`config.mk`:
```
export PLATFORM = sky130hd
export DESIGN_NAME = grid_local_peak_finder_top_flat
export DESIGN_NICKNAME = d
export VERILOG_FILES = /design/src/glpf_pkg.sv /design/src/glpf_req_if.sv /design/src/glpf_rsp_if.sv /design/src/glpf_front.sv /design/src/glpf_fifo.sv /design/src/glpf_back.sv /design/src/grid_local_peak_finder_top.sv /design/src/flat_wrapper.sv
export SDC_FILE = /design/constraint.sdc
export NUM_CORES = 1
export LEC_CHECK = 0
export ABC_AREA = 0
export BUFFER_PORTS_ARGS = -buffer_cell sky130_fd_sc_hd__buf_4
export CORE_ASPECT_RATIO = 0.75
export CORE_MARGIN = 2
export CORE_UTILIZATION = 25
export DETAILED_ROUTE_END_ITERATION = 10
export PLACE_DENSITY_LB_ADDON = 0.1
export SETUP_SLACK_MARGIN = 0.1
export SYNTH_ARGS = -nofsm -noshare
export SYNTH_HDL_FRONTEND = slang
export SYNTH_SLANG_ARGS = --single-unit
```
`constraint.sdc`:
```
create_clock -name clock -period 11.7 [get_ports clock]
set_input_delay 2.34 -clock clock [delete_from_list [all_inputs] [get_ports clock]]
set_output_delay 2.34 -clock clock [all_outputs]
set_load 0.03 [all_outputs]
```
`src/glpf_pkg.sv`:
```
// ----------------------------------------------------------------------------
// glpf_pkg
// Shared sizes, codes and types of the grid local peak finder.
// ----------------------------------------------------------------------------
package glpf_pkg;

   localparam int MAX_ROWS    = 64;
   localparam int MAX_COLS    = 32;
   localparam int HEIGHT_BITS = 16;

   localparam int ROW_W   = $clog2(MAX_ROWS);
   localparam int COL_W   = $clog2(MAX_COLS);
   localparam int NROWS_W = 7;
   localparam int NCOLS_W = 6;

   localparam int CSR_ADDR_W = 1;
   localparam int CSR_DATA_W = 7;
   localparam logic [CSR_ADDR_W-1:0] CSR_NUM_ROWS = 1'b0;
   localparam logic [CSR_ADDR_W-1:0] CSR_NUM_COLS = 1'b1;

   localparam int Q_DEPTH = 4;
   localparam int Q_PTR_W = $clog2(Q_DEPTH);
   localparam int Q_CNT_W = $clog2(Q_DEPTH + 1);

   typedef logic signed [HEIGHT_BITS-1:0] height_type;

   typedef struct packed {
      logic [ROW_W-1:0] row;
      logic [COL_W-1:0] col;
      logic             last;
   } peak_type;

   typedef struct packed {
      logic     valid;
      peak_type data;
   } push_type;

   // index of the last row after clamping the register to 1..MAX_ROWS
   function automatic logic [ROW_W-1:0] last_row_of(input logic [NROWS_W-1:0] v);
      logic [NROWS_W-1:0] t;
      if (v == '0) begin
         t = NROWS_W'(1);
      end else if (v > NROWS_W'(MAX_ROWS)) begin
         t = NROWS_W'(MAX_ROWS);
      end else begin
         t = v;
      end
      return ROW_W'(t - NROWS_W'(1));
   endfunction

   // index of the last column after clamping the register to 1..MAX_COLS
   function automatic logic [COL_W-1:0] last_col_of(input logic [NCOLS_W-1:0] v);
      logic [NCOLS_W-1:0] t;
      if (v == '0) begin
         t = NCOLS_W'(1);
      end else if (v > NCOLS_W'(MAX_COLS)) begin
         t = NCOLS_W'(MAX_COLS);
      end else begin
         t = v;
      end
      return COL_W'(t - NCOLS_W'(1));
   endfunction

endpackage

```
`src/glpf_req_if.sv`:
```
// ----------------------------------------------------------------------------
// glpf_req_if
// Request channel: one grid height per transfer.
// ----------------------------------------------------------------------------
interface glpf_req_if;
   logic                  valid;
   logic                  ready;
   glpf_pkg::height_type  height;

   modport source (output valid, output height, input ready);
   modport sink   (input valid, input height, output ready);
endinterface

```
`src/glpf_rsp_if.sv`:
```
// ----------------------------------------------------------------------------
// glpf_rsp_if
// Response channel: position of one local peak per transfer.
// ----------------------------------------------------------------------------
interface glpf_rsp_if;
   logic                           valid;
   logic                           ready;
   logic [glpf_pkg::ROW_W-1:0]     peak_row;
   logic [glpf_pkg::COL_W-1:0]     peak_col;
   logic                           last_of_run;

   modport source (output valid, output peak_row, output peak_col, output last_of_run,
                   input ready);
   modport sink   (input valid, input peak_row, input peak_col, input last_of_run,
                   output ready);
endinterface

```
`src/glpf_front.sv`:
```
// ----------------------------------------------------------------------------
// glpf_front
// Accepts heights, keeps the two line buffers and the frame position, runs the
// peak test for the cell above each new one and the last-row sweep, and
// queues every peak found.
// ----------------------------------------------------------------------------
module glpf_front (
   input  logic                                clock,
   input  logic                                reset,
   glpf_req_if.sink                            req_chan,
   input  logic                                csr_we,
   input  logic [glpf_pkg::CSR_ADDR_W-1:0]     csr_addr,
   input  logic [glpf_pkg::CSR_DATA_W-1:0]     csr_wdata,
   input  logic                                q_full,
   output glpf_pkg::push_type                  q_push
);

   typedef enum logic [6:0] {
      ST_IDLE    = 7'b0000001,
      ST_RD2     = 7'b0000010,
      ST_EXEC    = 7'b0000100,
      ST_SW_RD1  = 7'b0001000,
      ST_SW_RD2  = 7'b0010000,
      ST_SW_EXEC = 7'b0100000,
      ST_FLUSH   = 7'b1000000
   } state_type;

   // line buffers
   glpf_pkg::height_type prev_row_mem [glpf_pkg::MAX_COLS];
   glpf_pkg::height_type prev2_mem    [glpf_pkg::MAX_COLS];

   state_type                        state_ff, state_in;
   logic [glpf_pkg::NROWS_W-1:0]     num_rows_ff, num_rows_in;
   logic [glpf_pkg::NCOLS_W-1:0]     num_cols_ff, num_cols_in;
   logic [glpf_pkg::ROW_W-1:0]       row_cnt_ff, row_cnt_in;
   logic [glpf_pkg::COL_W-1:0]       col_cnt_ff, col_cnt_in;
   logic                             pend_valid_ff, pend_valid_in;

   logic [glpf_pkg::ROW_W-1:0]       r_ff, r_in;
   logic [glpf_pkg::COL_W-1:0]       c_ff, c_in;
   logic [glpf_pkg::ROW_W-1:0]       last_row_ff, last_row_in;
   logic [glpf_pkg::COL_W-1:0]       last_col_ff, last_col_in;
   logic [glpf_pkg::COL_W-1:0]       j_ff, j_in;
   glpf_pkg::height_type             h_ff, h_in;
   glpf_pkg::height_type             self_ff, self_in;
   glpf_pkg::height_type             up_ff, up_in;
   glpf_pkg::height_type             left_ff, left_in;
   glpf_pkg::height_type             rd_pr_ff, rd_p2_ff;
   glpf_pkg::peak_type               pend_ff, pend_in;

   logic [glpf_pkg::ROW_W-1:0]       last_row_now, r_now;
   logic [glpf_pkg::COL_W-1:0]       last_col_now, c_now;
   logic [glpf_pkg::COL_W-1:0]       pr_addr, p2_addr;
   logic                             accept, wr_en, go, found, peak;
   glpf_pkg::height_type             cmp_left;
   logic                             down_ok, up_ok, left_ok, right_ok;
   glpf_pkg::peak_type               found_entry;

   function automatic logic peak_test(
      input glpf_pkg::height_type self,
      input glpf_pkg::height_type down,
      input logic                 down_en,
      input glpf_pkg::height_type up,
      input logic                 up_en,
      input glpf_pkg::height_type left,
      input logic                 left_en,
      input glpf_pkg::height_type right,
      input logic                 right_en
   );
      logic ok;
      ok = 1'b1;
      if (down_en  && (self < down))  ok = 1'b0;
      if (up_en    && (self < up))    ok = 1'b0;
      if (left_en  && (self < left))  ok = 1'b0;
      if (right_en && (self < right)) ok = 1'b0;
      return ok;
   endfunction

   assign last_row_now = glpf_pkg::last_row_of(num_rows_ff);
   assign last_col_now = glpf_pkg::last_col_of(num_cols_ff);
   assign r_now = (row_cnt_ff > last_row_now) ? last_row_now : row_cnt_ff;
   assign c_now = (col_cnt_ff > last_col_now) ? last_col_now : col_cnt_ff;

   assign req_chan.ready = (state_ff == ST_IDLE);
   assign accept = req_chan.valid && req_chan.ready;

   // read addresses: the cell itself first, then its right and left neighbors
   // (in the sweep only the right one), held while the test waits on a full queue
   always_comb begin
      case (state_ff)
         ST_IDLE: begin
            pr_addr = c_now;
            p2_addr = c_now;
         end
         ST_RD2, ST_EXEC: begin
            pr_addr = c_ff + glpf_pkg::COL_W'(1);
            p2_addr = c_ff - glpf_pkg::COL_W'(1);
         end
         ST_SW_RD1: begin
            pr_addr = j_ff;
            p2_addr = j_ff;
         end
         ST_SW_RD2, ST_SW_EXEC: begin
            pr_addr = j_ff + glpf_pkg::COL_W'(1);
            p2_addr = j_ff;
         end
         default: begin
            pr_addr = c_ff;
            p2_addr = c_ff;
         end
      endcase
   end

   // neighbor selection for the step test and the sweep test
   always_comb begin
      if (state_ff == ST_SW_EXEC) begin
         down_ok  = 1'b0;
         up_ok    = (last_row_ff != '0);
         cmp_left = left_ff;
         left_ok  = (j_ff != '0);
         right_ok = (j_ff != last_col_ff);
      end else begin
         down_ok  = 1'b1;
         up_ok    = (r_ff > glpf_pkg::ROW_W'(1));
         cmp_left = rd_p2_ff;
         left_ok  = (c_ff != '0);
         right_ok = (c_ff != last_col_ff);
      end
      peak = peak_test(self_ff, h_ff, down_ok, up_ff, up_ok, cmp_left, left_ok,
                       rd_pr_ff, right_ok);
      found = ((state_ff == ST_EXEC) && (r_ff != '0) && peak) ||
              ((state_ff == ST_SW_EXEC) && peak);
      if (state_ff == ST_SW_EXEC) begin
         found_entry.row = r_ff;
         found_entry.col = j_ff;
      end else begin
         found_entry.row = r_ff - glpf_pkg::ROW_W'(1);
         found_entry.col = c_ff;
      end
      found_entry.last = 1'b0;
   end

   always_comb begin
      state_in      = state_ff;
      num_rows_in   = num_rows_ff;
      num_cols_in   = num_cols_ff;
      row_cnt_in    = row_cnt_ff;
      col_cnt_in    = col_cnt_ff;
      pend_valid_in = pend_valid_ff;
      pend_in       = pend_ff;
      r_in          = r_ff;
      c_in          = c_ff;
      last_row_in   = last_row_ff;
      last_col_in   = last_col_ff;
      j_in          = j_ff;
      h_in          = h_ff;
      self_in       = self_ff;
      up_in         = up_ff;
      left_in       = left_ff;
      wr_en         = 1'b0;
      go            = 1'b1;
      q_push.valid  = 1'b0;
      q_push.data   = pend_ff;

      if (csr_we) begin
         case (csr_addr)
            glpf_pkg::CSR_NUM_ROWS: num_rows_in = csr_wdata[glpf_pkg::NROWS_W-1:0];
            glpf_pkg::CSR_NUM_COLS: num_cols_in = csr_wdata[glpf_pkg::NCOLS_W-1:0];
            default: ;
         endcase
      end

      case (state_ff)
         ST_IDLE: begin
            if (accept) begin
               h_in        = req_chan.height;
               r_in        = r_now;
               c_in        = c_now;
               last_row_in = last_row_now;
               last_col_in = last_col_now;
               state_in    = ST_RD2;
            end
         end
         ST_RD2, ST_SW_RD2: begin
            self_in  = rd_pr_ff;
            up_in    = rd_p2_ff;
            state_in = (state_ff == ST_RD2) ? ST_EXEC : ST_SW_EXEC;
         end
         ST_SW_RD1: begin
            state_in = ST_SW_RD2;
         end
         ST_EXEC, ST_SW_EXEC: begin
            // a second peak in the same run releases the held one as not last
            go = !(found && pend_valid_ff && q_full);
            if (go) begin
               if (found) begin
                  q_push.valid  = pend_valid_ff;
                  pend_valid_in = 1'b1;
                  pend_in       = found_entry;
               end
               if (state_ff == ST_EXEC) begin
                  wr_en = 1'b1;
                  if (c_ff == last_col_ff) begin
                     col_cnt_in = '0;
                     if (r_ff == last_row_ff) begin
                        row_cnt_in = '0;
                        j_in       = '0;
                        state_in   = ST_SW_RD1;
                     end else begin
                        row_cnt_in = r_ff + glpf_pkg::ROW_W'(1);
                        state_in   = ST_FLUSH;
                     end
                  end else begin
                     col_cnt_in = c_ff + glpf_pkg::COL_W'(1);
                     row_cnt_in = r_ff;
                     state_in   = ST_FLUSH;
                  end
               end else begin
                  left_in = self_ff;
                  if (j_ff == last_col_ff) begin
                     state_in = ST_FLUSH;
                  end else begin
                     j_in     = j_ff + glpf_pkg::COL_W'(1);
                     state_in = ST_SW_RD1;
                  end
               end
            end
         end
         ST_FLUSH: begin
            if (pend_valid_ff) begin
               if (!q_full) begin
                  q_push.valid       = 1'b1;
                  q_push.data.last   = 1'b1;
                  pend_valid_in      = 1'b0;
                  state_in           = ST_IDLE;
               end
            end else begin
               state_in = ST_IDLE;
            end
         end
         default: state_in = ST_IDLE;
      endcase
   end

   always_ff @(posedge clock) begin
      if (reset) begin
         state_ff      <= ST_IDLE;
         num_rows_ff   <= glpf_pkg::NROWS_W'(1);
         num_cols_ff   <= glpf_pkg::NCOLS_W'(1);
         row_cnt_ff    <= '0;
         col_cnt_ff    <= '0;
         pend_valid_ff <= 1'b0;
      end else begin
         state_ff      <= state_in;
         num_rows_ff   <= num_rows_in;
         num_cols_ff   <= num_cols_in;
         row_cnt_ff    <= row_cnt_in;
         col_cnt_ff    <= col_cnt_in;
         pend_valid_ff <= pend_valid_in;
      end
   end

   always_ff @(posedge clock) begin
      pend_ff     <= pend_in;
      r_ff        <= r_in;
      c_ff        <= c_in;
      last_row_ff <= last_row_in;
      last_col_ff <= last_col_in;
      j_ff        <= j_in;
      h_ff        <= h_in;
      self_ff     <= self_in;
      up_ff       <= up_in;
      left_ff     <= left_in;
   end

   // line buffer ports: registered reads, one write of both buffers per step
   always_ff @(posedge clock) begin
      rd_pr_ff <= prev_row_mem[pr_addr];
      rd_p2_ff <= prev2_mem[p2_addr];
      if (wr_en) begin
         prev_row_mem[c_ff] <= h_ff;
         prev2_mem[c_ff]    <= self_ff;
      end
   end

endmodule

```
`src/glpf_fifo.sv`:
```
// ----------------------------------------------------------------------------
// glpf_fifo
// Short queue of found peaks between the front and the response stage.
// ----------------------------------------------------------------------------
module glpf_fifo (
   input  logic                clock,
   input  logic                reset,
   input  glpf_pkg::push_type  push,
   input  logic                pop,
   output glpf_pkg::peak_type  head,
   output logic                empty,
   output logic                full
);

   glpf_pkg::peak_type               entry_ff [glpf_pkg::Q_DEPTH];
   logic [glpf_pkg::Q_PTR_W-1:0]     wr_ptr_ff, wr_ptr_in;
   logic [glpf_pkg::Q_PTR_W-1:0]     rd_ptr_ff, rd_ptr_in;
   logic [glpf_pkg::Q_CNT_W-1:0]     count_ff, count_in;
   logic                             do_push, do_pop;

   assign empty   = (count_ff == '0);
   assign full    = (count_ff == glpf_pkg::Q_CNT_W'(glpf_pkg::Q_DEPTH));
   assign head    = entry_ff[rd_ptr_ff];
   assign do_push = push.valid && !full;
   assign do_pop  = pop && !empty;

   always_comb begin
      wr_ptr_in = do_push ? wr_ptr_ff + glpf_pkg::Q_PTR_W'(1) : wr_ptr_ff;
      rd_ptr_in = do_pop  ? rd_ptr_ff + glpf_pkg::Q_PTR_W'(1) : rd_ptr_ff;
      count_in  = count_ff;
      if (do_push && !do_pop) begin
         count_in = count_ff + glpf_pkg::Q_CNT_W'(1);
      end else if (do_pop && !do_push) begin
         count_in = count_ff - glpf_pkg::Q_CNT_W'(1);
      end
   end

   always_ff @(posedge clock) begin
      if (reset) begin
         wr_ptr_ff <= '0;
         rd_ptr_ff <= '0;
         count_ff  <= '0;
      end else begin
         wr_ptr_ff <= wr_ptr_in;
         rd_ptr_ff <= rd_ptr_in;
         count_ff  <= count_in;
      end
   end

   always_ff @(posedge clock) begin
      if (do_push) begin
         entry_ff[wr_ptr_ff] <= push.data;
      end
   end

endmodule

```
`src/glpf_back.sv`:
```
// ----------------------------------------------------------------------------
// glpf_back
// Response stage: pulls peaks from the queue into the output register.
// ----------------------------------------------------------------------------
module glpf_back (
   input  logic                clock,
   input  logic                reset,
   input  glpf_pkg::peak_type  q_head,
   input  logic                q_empty,
   output logic                q_pop,
   glpf_rsp_if.source          rsp_chan
);

   logic                 out_valid_ff, out_valid_in;
   glpf_pkg::peak_type   out_ff, out_in;

   // refill whenever the register is empty or being drained
   assign q_pop = !q_empty && (!out_valid_ff || rsp_chan.ready);

   always_comb begin
      out_in       = out_ff;
      out_valid_in = out_valid_ff;
      if (q_pop) begin
         out_in       = q_head;
         out_valid_in = 1'b1;
      end else if (rsp_chan.ready) begin
         out_valid_in = 1'b0;
      end
   end

   always_ff @(posedge clock) begin
      if (reset) begin
         out_valid_ff <= 1'b0;
      end else begin
         out_valid_ff <= out_valid_in;
      end
   end

   always_ff @(posedge clock) begin
      out_ff <= out_in;
   end

   assign rsp_chan.valid       = out_valid_ff;
   assign rsp_chan.peak_row    = out_ff.row;
   assign rsp_chan.peak_col    = out_ff.col;
   assign rsp_chan.last_of_run = out_ff.last;

endmodule

```
`src/grid_local_peak_finder_top.sv`:
```
// Each request steps through accept, neighbor read, test and buffer write, and queue push;
// the final cell of a frame adds the last-row sweep, with two reads and a test per column.
// The pace is set by the single read port of each line buffer.
// With the queue drained, each peak passes the held entry, the queue and the output
// register; on the final cell the peaks come out during the sweep, the last as it ends.
// Synchronous active-high reset clears control state and sets 1 row by 1 column;
// ----------------------------------------------------------------------------
// grid_local_peak_finder_top
// Streams grid heights in raster order and reports 4-neighbor local peaks.
// The line buffers are not cleared by reset.
// ----------------------------------------------------------------------------
module grid_local_peak_finder_top (
   input  logic                                clock,
   input  logic                                reset,
   glpf_req_if.sink                            req_chan,
   glpf_rsp_if.source                          rsp_chan,
   input  logic                                csr_we,
   input  logic [glpf_pkg::CSR_ADDR_W-1:0]     csr_addr,
   input  logic [glpf_pkg::CSR_DATA_W-1:0]     csr_wdata
);

   glpf_pkg::push_type   q_push;
   glpf_pkg::peak_type   q_head;
   logic                 q_full;
   logic                 q_empty;
   logic                 q_pop;

   glpf_front u_front (
      .clock     (clock),
      .reset     (reset),
      .req_chan  (req_chan),
      .csr_we    (csr_we),
      .csr_addr  (csr_addr),
      .csr_wdata (csr_wdata),
      .q_full    (q_full),
      .q_push    (q_push)
   );

   glpf_fifo u_fifo (
      .clock (clock),
      .reset (reset),
      .push  (q_push),
      .pop   (q_pop),
      .head  (q_head),
      .empty (q_empty),
      .full  (q_full)
   );

   glpf_back u_back (
      .clock    (clock),
      .reset    (reset),
      .q_head   (q_head),
      .q_empty  (q_empty),
      .q_pop    (q_pop),
      .rsp_chan (rsp_chan)
   );

endmodule

```
`src/flat_wrapper.sv`:
```
// flat-port wrapper written by rule: the top's interface ports become plain ports
module grid_local_peak_finder_top_flat 
  (clock, reset, csr_we, csr_addr, csr_wdata, req_chan_valid, req_chan_height, req_chan_ready, rsp_chan_valid, rsp_chan_peak_row, rsp_chan_peak_col, rsp_chan_last_of_run, rsp_chan_ready);
  glpf_req_if req_chan_i ();
  glpf_rsp_if rsp_chan_i ();
  input  logic clock;
  input  logic reset;
  input  logic csr_we;
  input  logic [glpf_pkg::CSR_ADDR_W-1:0] csr_addr;
  input  logic [glpf_pkg::CSR_DATA_W-1:0] csr_wdata;
  input wire logic [$bits(req_chan_i.valid)-1:0] req_chan_valid;
  input wire logic [$bits(req_chan_i.height)-1:0] req_chan_height;
  output wire logic [$bits(req_chan_i.ready)-1:0] req_chan_ready;
  output wire logic [$bits(rsp_chan_i.valid)-1:0] rsp_chan_valid;
  output wire logic [$bits(rsp_chan_i.peak_row)-1:0] rsp_chan_peak_row;
  output wire logic [$bits(rsp_chan_i.peak_col)-1:0] rsp_chan_peak_col;
  output wire logic [$bits(rsp_chan_i.last_of_run)-1:0] rsp_chan_last_of_run;
  input wire logic [$bits(rsp_chan_i.ready)-1:0] rsp_chan_ready;
  assign req_chan_i.valid = req_chan_valid;
  assign req_chan_i.height = req_chan_height;
  assign req_chan_ready = req_chan_i.ready;
  assign rsp_chan_valid = rsp_chan_i.valid;
  assign rsp_chan_peak_row = rsp_chan_i.peak_row;
  assign rsp_chan_peak_col = rsp_chan_i.peak_col;
  assign rsp_chan_last_of_run = rsp_chan_i.last_of_run;
  assign rsp_chan_i.ready = rsp_chan_ready;
  grid_local_peak_finder_top u_core (.clock(clock), .reset(reset), .req_chan(req_chan_i), .rsp_chan(rsp_chan_i), .csr_we(csr_we), .csr_addr(csr_addr), .csr_wdata(csr_wdata));
endmodule
```
==> results of run 1 <==
flip-flops by register name, indices dropped and copies added, names as in the netlist, 6 cells and up:
name                             flops
u_core.u_front.h_ff                 16
u_core.u_front.num_rows_ff           7
u_core.u_front.rd_p2_ff             16
u_core.u_front.left_ff              16
u_core.u_front.num_cols_ff           6
u_core.u_front.q_push               11
u_core.u_front.self_ff              16
u_core.u_front.r_ff                  6
u_core.u_front.state_ff              7
u_core.u_front.last_row_ff           6
u_core.u_front.prev_row_mem        512
u_core.u_front.up_ff                16
u_core.u_front.rd_pr_ff             16
u_core.u_front.prev2_mem           512
u_core.u_front.row_cnt_ff            6
u_core.u_fifo.entry_ff              48
u_core.u_back.rsp_chan.peak_row      6
cells in the mapped netlist, drive strengths merged, types with 5 or more instances:
| master | number | share of area |
|---|---|---|
| a2111oi | 61 | 0.010 |
| a211oi | 163 | 0.024 |
| a21boi | 13 | 0.0019 |
| a21o | 18 | 0.0026 |
| a21oi | 136 | 0.013 |
| a31oi | 104 | 0.013 |
| a32oi | 77 | 0.013 |
| and2 | 15 | 0.0018 |
| and3 | 246 | 0.030 |
| and4 | 5 | 0.00085 |
| buf | 98 | 0.0098 |
| clkbuf | 158 | 0.011 |
| dfxtp | 72 | 0.028 |
| edfxtp | 1186 | 0.69 |
| ha | 89 | 0.022 |
| inv | 79 | 0.0057 |
| mux2i | 42 | 0.0081 |
| mux4 | 12 | 0.0052 |
| nand2 | 602 | 0.044 |
| nand2b | 15 | 0.0018 |
| nand3 | 106 | 0.010 |
| nand4 | 15 | 0.0018 |
| nor2 | 61 | 0.0048 |
| nor2b | 7 | 0.00085 |
| nor3 | 25 | 0.0025 |
| nor4 | 50 | 0.0068 |
| o21a | 7 | 0.0010 |
| o21ai | 70 | 0.0068 |
| o22ai | 85 | 0.010 |
| or3 | 8 | 0.00097 |
| xnor2 | 22 | 0.0037 |
| xor2 | 18 | 0.0031 |
where the power goes:
group | total (W) | internal [W] | switching [W]
clock network | 0.00424 | 0.00235 | 0.00189
logic | 0.00292 | 0.000882 | 0.00204
registers | 0.00530 | 0.00514 | 0.000157
total | 0.0125 | 0.00838 | 0.00409
metal layers:
| layer | vias up | wire length, um | part of all wire | track usage |
|---|---|---|---|---|
| met1 | 16600 | 89800 | 0.53 | 0.252 |
| met2 | 688 | 70100 | 0.41 | 0.224 |
| met3 | 175 | 7040 | 0.041 | 0.0233 |
| met4 | 2 | 3150 | 0.019 | 0.0402 |
| met5 | - | 13 | 0.000076 | 0 |
| li1 | 14500 | - | - | - |
stage by stage:
stage	std cells	util	power (W)
final	6579	0.290	0.0125
after global routing	6579	0.290	0.0131
after CTS	6578	0.290	0.0126
after detailed placement	6323	0.269	0.00834
after global placement	6323	0.269	0.00836
after floorplan	3725	-	0.00719
worst max path at each step:
stage	startpoint	end	slack, ps	depth (start not counted)
after floorplan	u_core.u_front.state_ff[5]	u_core.u_front.prev2_mem[29][0]	6890	17
after global placement	u_core.u_front.num_cols_ff[2]	u_core.u_front.rd_p2_ff[6]	4390	20
after detailed placement	u_core.u_front.num_cols_ff[2]	u_core.u_front.rd_p2_ff[5]	4390	20
after CTS	u_core.u_front.num_cols_ff[2]	u_core.u_front.rd_p2_ff[5]	4340	20
after global routing	u_core.u_front.num_cols_ff[2]	u_core.u_front.rd_p2_ff[6]	3880	20
final	u_core.u_front.num_cols_ff[2]	u_core.u_front.rd_p2_ff[5]	4480	20
final cells by class:
class	count	area (um2)
inverter	79	297
fill	20700	146000
multi-input combinational	2132	13300
tap	2701	3380
clock buffer	185	3740
sequential	1258	37100
clock inverter	70	546
timing repair buffer	153	1200
antenna	1	2.50
kinds of logic after synthesis:
logic type                 share of synthesized area
AOI/OAI and AO/OA                              0.102
muxes                                         0.0140
DFF                                            0.718
and+or+nand+nor                                0.110
xor gates and xnor gates                     0.00679
adders and majority gates                     0.0220
buffers and inverters                         0.0271
==> run summary, run 1 <==
The congestion estimate from routability-driven global placement came to 0.757. The worst hold path begins at u_core.u_front.rd_pr_ff[5]. The number of endpoints with negative hold slack in the final report came out at 0.

The count of buffering cells on the critical path with inverters included came out at 5. The floorplan step set the die height to 397 um. For this run, the register share of the synthesized area comes to 0.718. In the final design database the tool counted 3880 nets. The number of gates resized after CTS was 0. The initial cell density of the core came out at 0.251.

The number of warnings reported in the yosys synthesis log is 0. The worst register-to-register path begins at u_core.u_front.num_cols_ff[2]. The worst slack at placement is 4390 ps. The average wire per cell in the routed design came out at 25.9 um. The data arrival at the endpoint of the critical path is 7880 ps. The area added between synthesis and finish came out at 15.4%. The number of buffers inserted by hold repair at cts is 0. The die covers 0.210 mm2. The critical path goes through or4_1, a21oi_1, inv_1, ha_1, nor3b_1, o311ai_0, inv_1, ha_1, and3_1, o21ai_0, a2111oi_0, a311oi_4, buf_4, nand2_4, buf_4, buf_4, a211oi_1, a31oi_1, o22ai_1, nor4_1. The tightest hold path in the finished design has a slack of 440 ps. The floorplan has 144 rows.

The worst setup path is captured at a flop. The required time reported for the critical path endpoint came out at 12360 ps. The standard cell area after detailed placement came out at 0.0552 mm2.

The count of distinct cell types in the synthesized netlist came out at 80. The setup TNS is 0 ps. The power per cell area is 209 mW/mm2. The total iterations of the first detailed-routing run came out at 7. The net count after synthesis is 3844. The worst-case reg-to-reg path depth came out at 20. In the layout the commonest cells are sky130_fd_sc_hd__edfxtp_1, sky130_fd_sc_hd__nand2_1, sky130_fd_sc_hd__and3_1. The final routed DRC violation total came out at 0. In this run the post-CTS setup repair buffer count came out at 0. The CTS H-tree depth is 4. The worst setup path is of the flop to flop kind. For this run the aggregate overflow at the end of global routing stands at 0. Buffers inserted during clock tree synthesis total 137. After routing the design area is 0.0595 mm2.

The minimum setup slack among reg-to-reg paths is 4480 ps. The relative slew slack is 0.151. The via count is 31900. Clock-pin slew was measured on the worst setup and hold paths at 60 ps. The worst path meets setup with 4480 ps of slack. The endpoint identified for the worst register-to-register timing path is u_core.u_front.rd_p2_ff[5]. The clock period minus worst slack is 7220 ps. The TritonCTS clock tree is yes. Along the worst path, the maximum fanout reaches 59.

The number of global-route vias before repair is 31100. The fraction of layout cells with a size suffix above 1 is 0.111. The number of pins with negative max-slew slack in the final report came out at 0. The path with the worst hold slack has its endpoint at u_core.u_front.self_ff[5]. CTS placed an instance of sky130_fd_sc_hd__clkbuf_16 at the clock tree root. The total I/O pin count is 43. At the later pin of the worst-skew pair, clock insertion delay measures 790 ps. The gate family responsible for the most delay along the worst path is compound AO/OA/AOI/OAI gates. The run finished with clean final reports.

The area of the placeable core came out at 0.205 mm2. Timing would allow up to 138 MHz. The quantity of I/O buffers inserted on ports is 42. The post-synthesis instance area is 0.0516 mm2.

Setup repair after global routing left no endpoint under its margin. The element type at the critical path start is a flop. The post-route clock skew came out at 54.5 ps. The total setup violations reported at the end of the flow came out at 0. No sink is reached through more buffers than the 3 on the longest clock path.

IR analysis of the VDD net gives a maximum drop of 0.142 mV. In this run the worst hold path is classified as flop to flop. The number of enable-type register cells in the synthesized netlist came out at 1186. The average cell area after synthesis is 13.9 um2. The global-route wire length before repair came out at 242000 um. In the finished design, the share of the clock period the worst path needs comes to 0.617. The number of cells on the worst hold path came out at 0. In the synthesized netlist the dominant register cell turns out to be sky130_fd_sc_hd__edfxtp_1. The count of antenna-violating nets left after detailed routing is 0. The flop and latch count out of synthesis came out at 1258. The analysis attributes to cell leakage a power of 20.0 nW. At the pin with the least slew margin, the transition time is 1240 ps. The total of max-cap violations is 0. The library cell used most frequently in the layout, excluding fill and tap cells, is sky130_fd_sc_hd__edfxtp_1. The cell that appears most often on the critical path is sky130_fd_sc_hd__buf_4.

The final HPWL from detailed placement is 99000 um. The total global routing track utilization is 0.160. On the worst path, the slowest cell contributes a delay of 800 ps. CTS saw 1258 sinks. The gate count after technology mapping is 3725. The initial antenna violation count came to 13. The die width is 529 um. Entering global routing, the biggest net connects 132 pins. For this run, asynchronously set or reset flops after synthesis account for 0. The number of DRC markers in iteration 0 is 2742. In the routed layout, each cell is associated on average with a via count of 4.86. For this block, the routed nets add up to 170000 um of wire.

On the critical path, the stage with the largest delay is an instance of sky130_fd_sc_hd__a2111oi_0.
No activity file was read; power rests on OpenSTA's default activity.
==> run 2: changes to the inputs <==
- clock period: 11.7 -> 6.5 ns (I/O delays scaled with it)
==> run 2 against run 1 <==
Against the previous run: clock-buffer cell count shrank 1; worst setup slack worse by 4000 ps; combinational power rose by 88%; hold slack better by 15 ps; die area unchanged; critical path depth unchanged; sequential power up 81%; global-route usage decreased by 0.087 points; register-to-register slack worse by 4000 ps; critical path type unchanged; highest routed layer is now met4.
==> run summary, run 2 (synthesis gave the netlist of run 1 again) <==
The total global routing track utilization is 0.159 (-0.000865). From synthesis to final layout, the design area changed by 17.2%. The initial antenna violation count was 6 (-7).

The total I/O pin count came out at 43 (unchanged). The final worst-path cycle share came out at 0.924 (+0.307). The critical path ends at u_core.u_front.rd_p2_ff[1]. The final HPWL from detailed placement came out at 106000 um (+7.3%). The setup TNS is 0 ps (unchanged). The endpoint identified for the worst register-to-register timing path is u_core.u_front.rd_p2_ff[1].

The flow ran to the end, and the final reports show no timing, DRC or antenna violations. The switching share of power came to 0.322 (-0.00568). The power dissipated by switching net loads came to 0.00736 W (+80%). The minimum setup slack among reg-to-reg paths is 490 ps (-3980 ps).

The die height is 397 um (unchanged). The non-filler instance count after layout is 6654 (+1.1%). The mean number of vias per cell came out at 4.82 (-0.66%).

The clock latency of the later-clocked register in the worst-skew pair came out at 780 ps (about the same). The area of the placeable core is 0.205 mm2 (unchanged). The final routed DRC violation total is 0 (unchanged). The fraction of layout cells with a size suffix above 1 is 0.128 (+0.0170). The global-route wire length before repair is 241000 um (-0.47%). The count of cell instances traversed by the critical path came out at 20 (unchanged).

The via count came out at 32100 (+0.48%). The number of placed instances, taps included came out at 6394 (+1.1%). The sequential fraction of design power is 0.419 (-0.006). The total routed wire length on the met1 layer came to 87700 um (-2.4%). The worst register-to-register path begins at u_core.u_front.num_cols_ff[2]. The clock period minus worst slack came out at 6010 ps (-1220 ps). The measured slew at the worst slew-check pin was 1280 ps (+40.9 ps). The net total in the final layout came out at 3957 (+2.0%).

The detailed-routed wire length on met3 came out at 7940 um (+13%). In the final layout, the registers with the most flip-flops are u_core.u_front.prev2_mem (512), u_core.u_front.prev_row_mem (512), u_core.u_fifo.entry_ff (48). The post-route clock skew is 28.4 ps (-26.1 ps). The number of pins with negative max-slew slack in the final report is 0 (unchanged). The placer congestion estimate is 0.777 (+2.6%). The standard cell area after detailed placement came out at 0.0560 mm2 (+1.4%). The total iterations of the first detailed-routing run is 5 (-2).

The slowest stage of the critical path belongs to the cell sky130_fd_sc_hd__a2111oi_0. The cell family contributing the most delay on the critical path is compound AO/OA/AOI/OAI gates. The highest layer used for signal routing is met4. The relative slew slack is 0.142 (-0.00904). The required time reported for the critical path endpoint came out at 7170 ps (-5190 ps).

Setup repair after global routing left no endpoint under its margin. The internal power came out at 0.0155 W (+85%). The clock buffer count from CTS is 138 (+0.73%). The clock sink total was 1258 (unchanged). The maximum count of clock buffers along a single path came out at 3 (unchanged). The signal on the critical path passes through or4_1, a21oi_1, inv_1, ha_1, nor3b_1, o311ai_1, inv_1, ha_1, and3_1, o21ai_0, a2111oi_0, buf_4, a311oi_4, buf_12, nand2_4, buf_12, a2111oi_0, nor4_1, o22ai_1, nor4_1. The clock root buffer is sky130_fd_sc_hd__clkbuf_16.

The count of buffering cells on the critical path with inverters included came out at 5 (unchanged). The row count was 144 (unchanged). The class of the worst hold path is flop to flop. The filler cell count came out at 20500 (-0.82%). The quantity of I/O buffers inserted on ports came out at 42 (unchanged). The pin count of the biggest net entering global routing came out at 130 (-1.5%). The category of the worst setup path capture point is a flop. The average wire per cell in the routed design is 25.4 um (-1.6%). The clock input transition at the sequential cells of the worst setup and hold paths came to 60 ps (about the same).

The number of endpoints with negative hold slack in the final report is 0 (unchanged). Leaving out fill and tap cells, the most frequent cell in the layout is sky130_fd_sc_hd__edfxtp_1. The count of antenna-violating nets left after detailed routing was 0 (unchanged). The routed length on met2 came out at 70900 um (+1.1%). The design area is 0.0605 mm2 (+1.5%).

The number of DRC markers in iteration 0 is 2580 (-5.9%). The total grt overflow was 0 (unchanged). The critical path in this run is classified as flop to flop. TritonCTS built the clock tree. The fraction of power consumed by combinational cells came out at 0.240 (+0.006).

The data arrival at the endpoint of the critical path came to 6680 ps (-1200 ps). The initial cell density of the core is 0.251 (unchanged). The critical-path maximum fanout came out at 87 (+47%). The leakage power of the design came out at 20.5 nW (+2.5%). The critical path launch point is u_core.u_front.num_cols_ff[2]. The number of global-route vias before repair came to 31300 (+0.53%). The power per cell area came out at 378 mW/mm2 (+80%). In the layout the commonest cells are sky130_fd_sc_hd__edfxtp_1, sky130_fd_sc_hd__nand2_1, sky130_fd_sc_hd__and3_1. The power share of the clock group came to 0.340 (about the same).

The highest achievable clock rate is 166 MHz (+20%). The die width is 529 um (unchanged). The worst-case reg-to-reg path depth is 20 (unchanged). The total of max-cap violations is 0 (unchanged).

The worst supply voltage drop on vdd is 0.201 mV (+41%). The peak per-stage delay on the critical path is 670 ps (-130 ps). The total wire length came out at 169000 um (-0.50%). The CTS H-tree depth is 4 (unchanged).

The total setup violations reported at the end of the flow came out at 0 (unchanged). The element type at the critical path start is a flop. The floorplan die area is 0.210 mm2 (unchanged).
run 2: cell count changes in the layout (fill, tap and decap cells not counted), sizes merged:
cell | before | now
buf | 153 | 228
clkinv | 58 | 50
bufinv | 4 | 9
diode | 1 | 6
inv | 86 | 83
and2 | 15 | 16
clkbuf | 185 | 184
clkinvlp | 1 | 2
run 2: worst register-to-register path, stage by stage (launching register included):
cell and delay (ps):
sky130_fd_sc_hd__dfxtp_1 360, sky130_fd_sc_hd__or4_1 520, sky130_fd_sc_hd__a21oi_1 210, sky130_fd_sc_hd__inv_1 130, sky130_fd_sc_hd__ha_1 260, sky130_fd_sc_hd__nor3b_1 150, sky130_fd_sc_hd__o311ai_1 470, sky130_fd_sc_hd__inv_1 100
sky130_fd_sc_hd__ha_1 320, sky130_fd_sc_hd__and3_1 170, sky130_fd_sc_hd__o21ai_0 200, sky130_fd_sc_hd__a2111oi_0 670, sky130_fd_sc_hd__buf_4 230, sky130_fd_sc_hd__a311oi_4 50, sky130_fd_sc_hd__buf_12 200, sky130_fd_sc_hd__nand2_4 230
sky130_fd_sc_hd__buf_12 350, sky130_fd_sc_hd__a2111oi_0 330, sky130_fd_sc_hd__nor4_1 550, sky130_fd_sc_hd__o22ai_1 230, sky130_fd_sc_hd__nor4_1 210
run 2: per-stage QoR:
step	setup WS, ps	hold slack, ps	total power [W]	utilization
final	493	455	0.0228	0.295
after global routing	104	477	0.0240	0.295
after CTS	143	461	0.0232	0.294
after detailed placement	177	447	0.0153	0.273
after global placement	240	448	0.0153	0.273
after floorplan	1690	408	0.0129	-
run 2: how the worst min path moves through the flow:
stage	start	end	slack (ps)	cells past startpoint
6_report	u_core.u_front.rd_pr_ff[11]	u_core.u_front.self_ff[11]	450	0
5_1_grt	u_core.u_front.rd_pr_ff[11]	u_core.u_front.self_ff[11]	480	0
3_5_place_dp	u_core.u_front.rd_pr_ff[11]	u_core.u_front.self_ff[11]	450	0
4_1_cts	u_core.u_front.rd_pr_ff[11]	u_core.u_front.self_ff[11]	460	0
2_1_floorplan	u_core.u_front.rd_p2_ff[0]	u_core.u_front.up_ff[0]	410	0
3_3_place_gp	u_core.u_front.rd_pr_ff[11]	u_core.u_front.self_ff[11]	450	0
run 2: area by class of cell:
cell class | instances | area (um2) | area share
multi-input combinational | 2133 | 13300 | 0.221
antenna | 6 | 15.0 | 0.000248
inverter | 79 | 297 | 0.00491
sequential | 1258 | 37100 | 0.613
clock buffer | 184 | 3790 | 0.0627
timing repair buffer | 228 | 2000 | 0.0331
tap | 2701 | 3380 | 0.0559
clock inverter | 65 | 582 | 0.00962
run 2: timing repair:
item / in CTS / in global routing
resized for setup: 0 / 6
hold buffers: 0 / 0
buffers inserted: 0 / 4
setup endpoints to repair: 0 / 601
run 2: routing by layer:
layer	vias up	global-route usage
met3	164	0.0250
li1	14600	-
met2	713	0.225
met5	-	0
met4	0	0.0360
met1	16600	0.249
run 2: power by group through the flow:
stage | clock [W] | combinational, W | sequential [W]
6_report | 0.00778 | 0.00548 | 0.00958
5_1_grt | 0.00832 | 0.00604 | 0.00961
4_1_cts | 0.00801 | 0.00555 | 0.00960
3_5_place_dp | 0 | 0.00553 | 0.00977
3_3_place_gp | 0 | 0.00555 | 0.00978
2_1_floorplan | 0 | 0.00324 | 0.00970
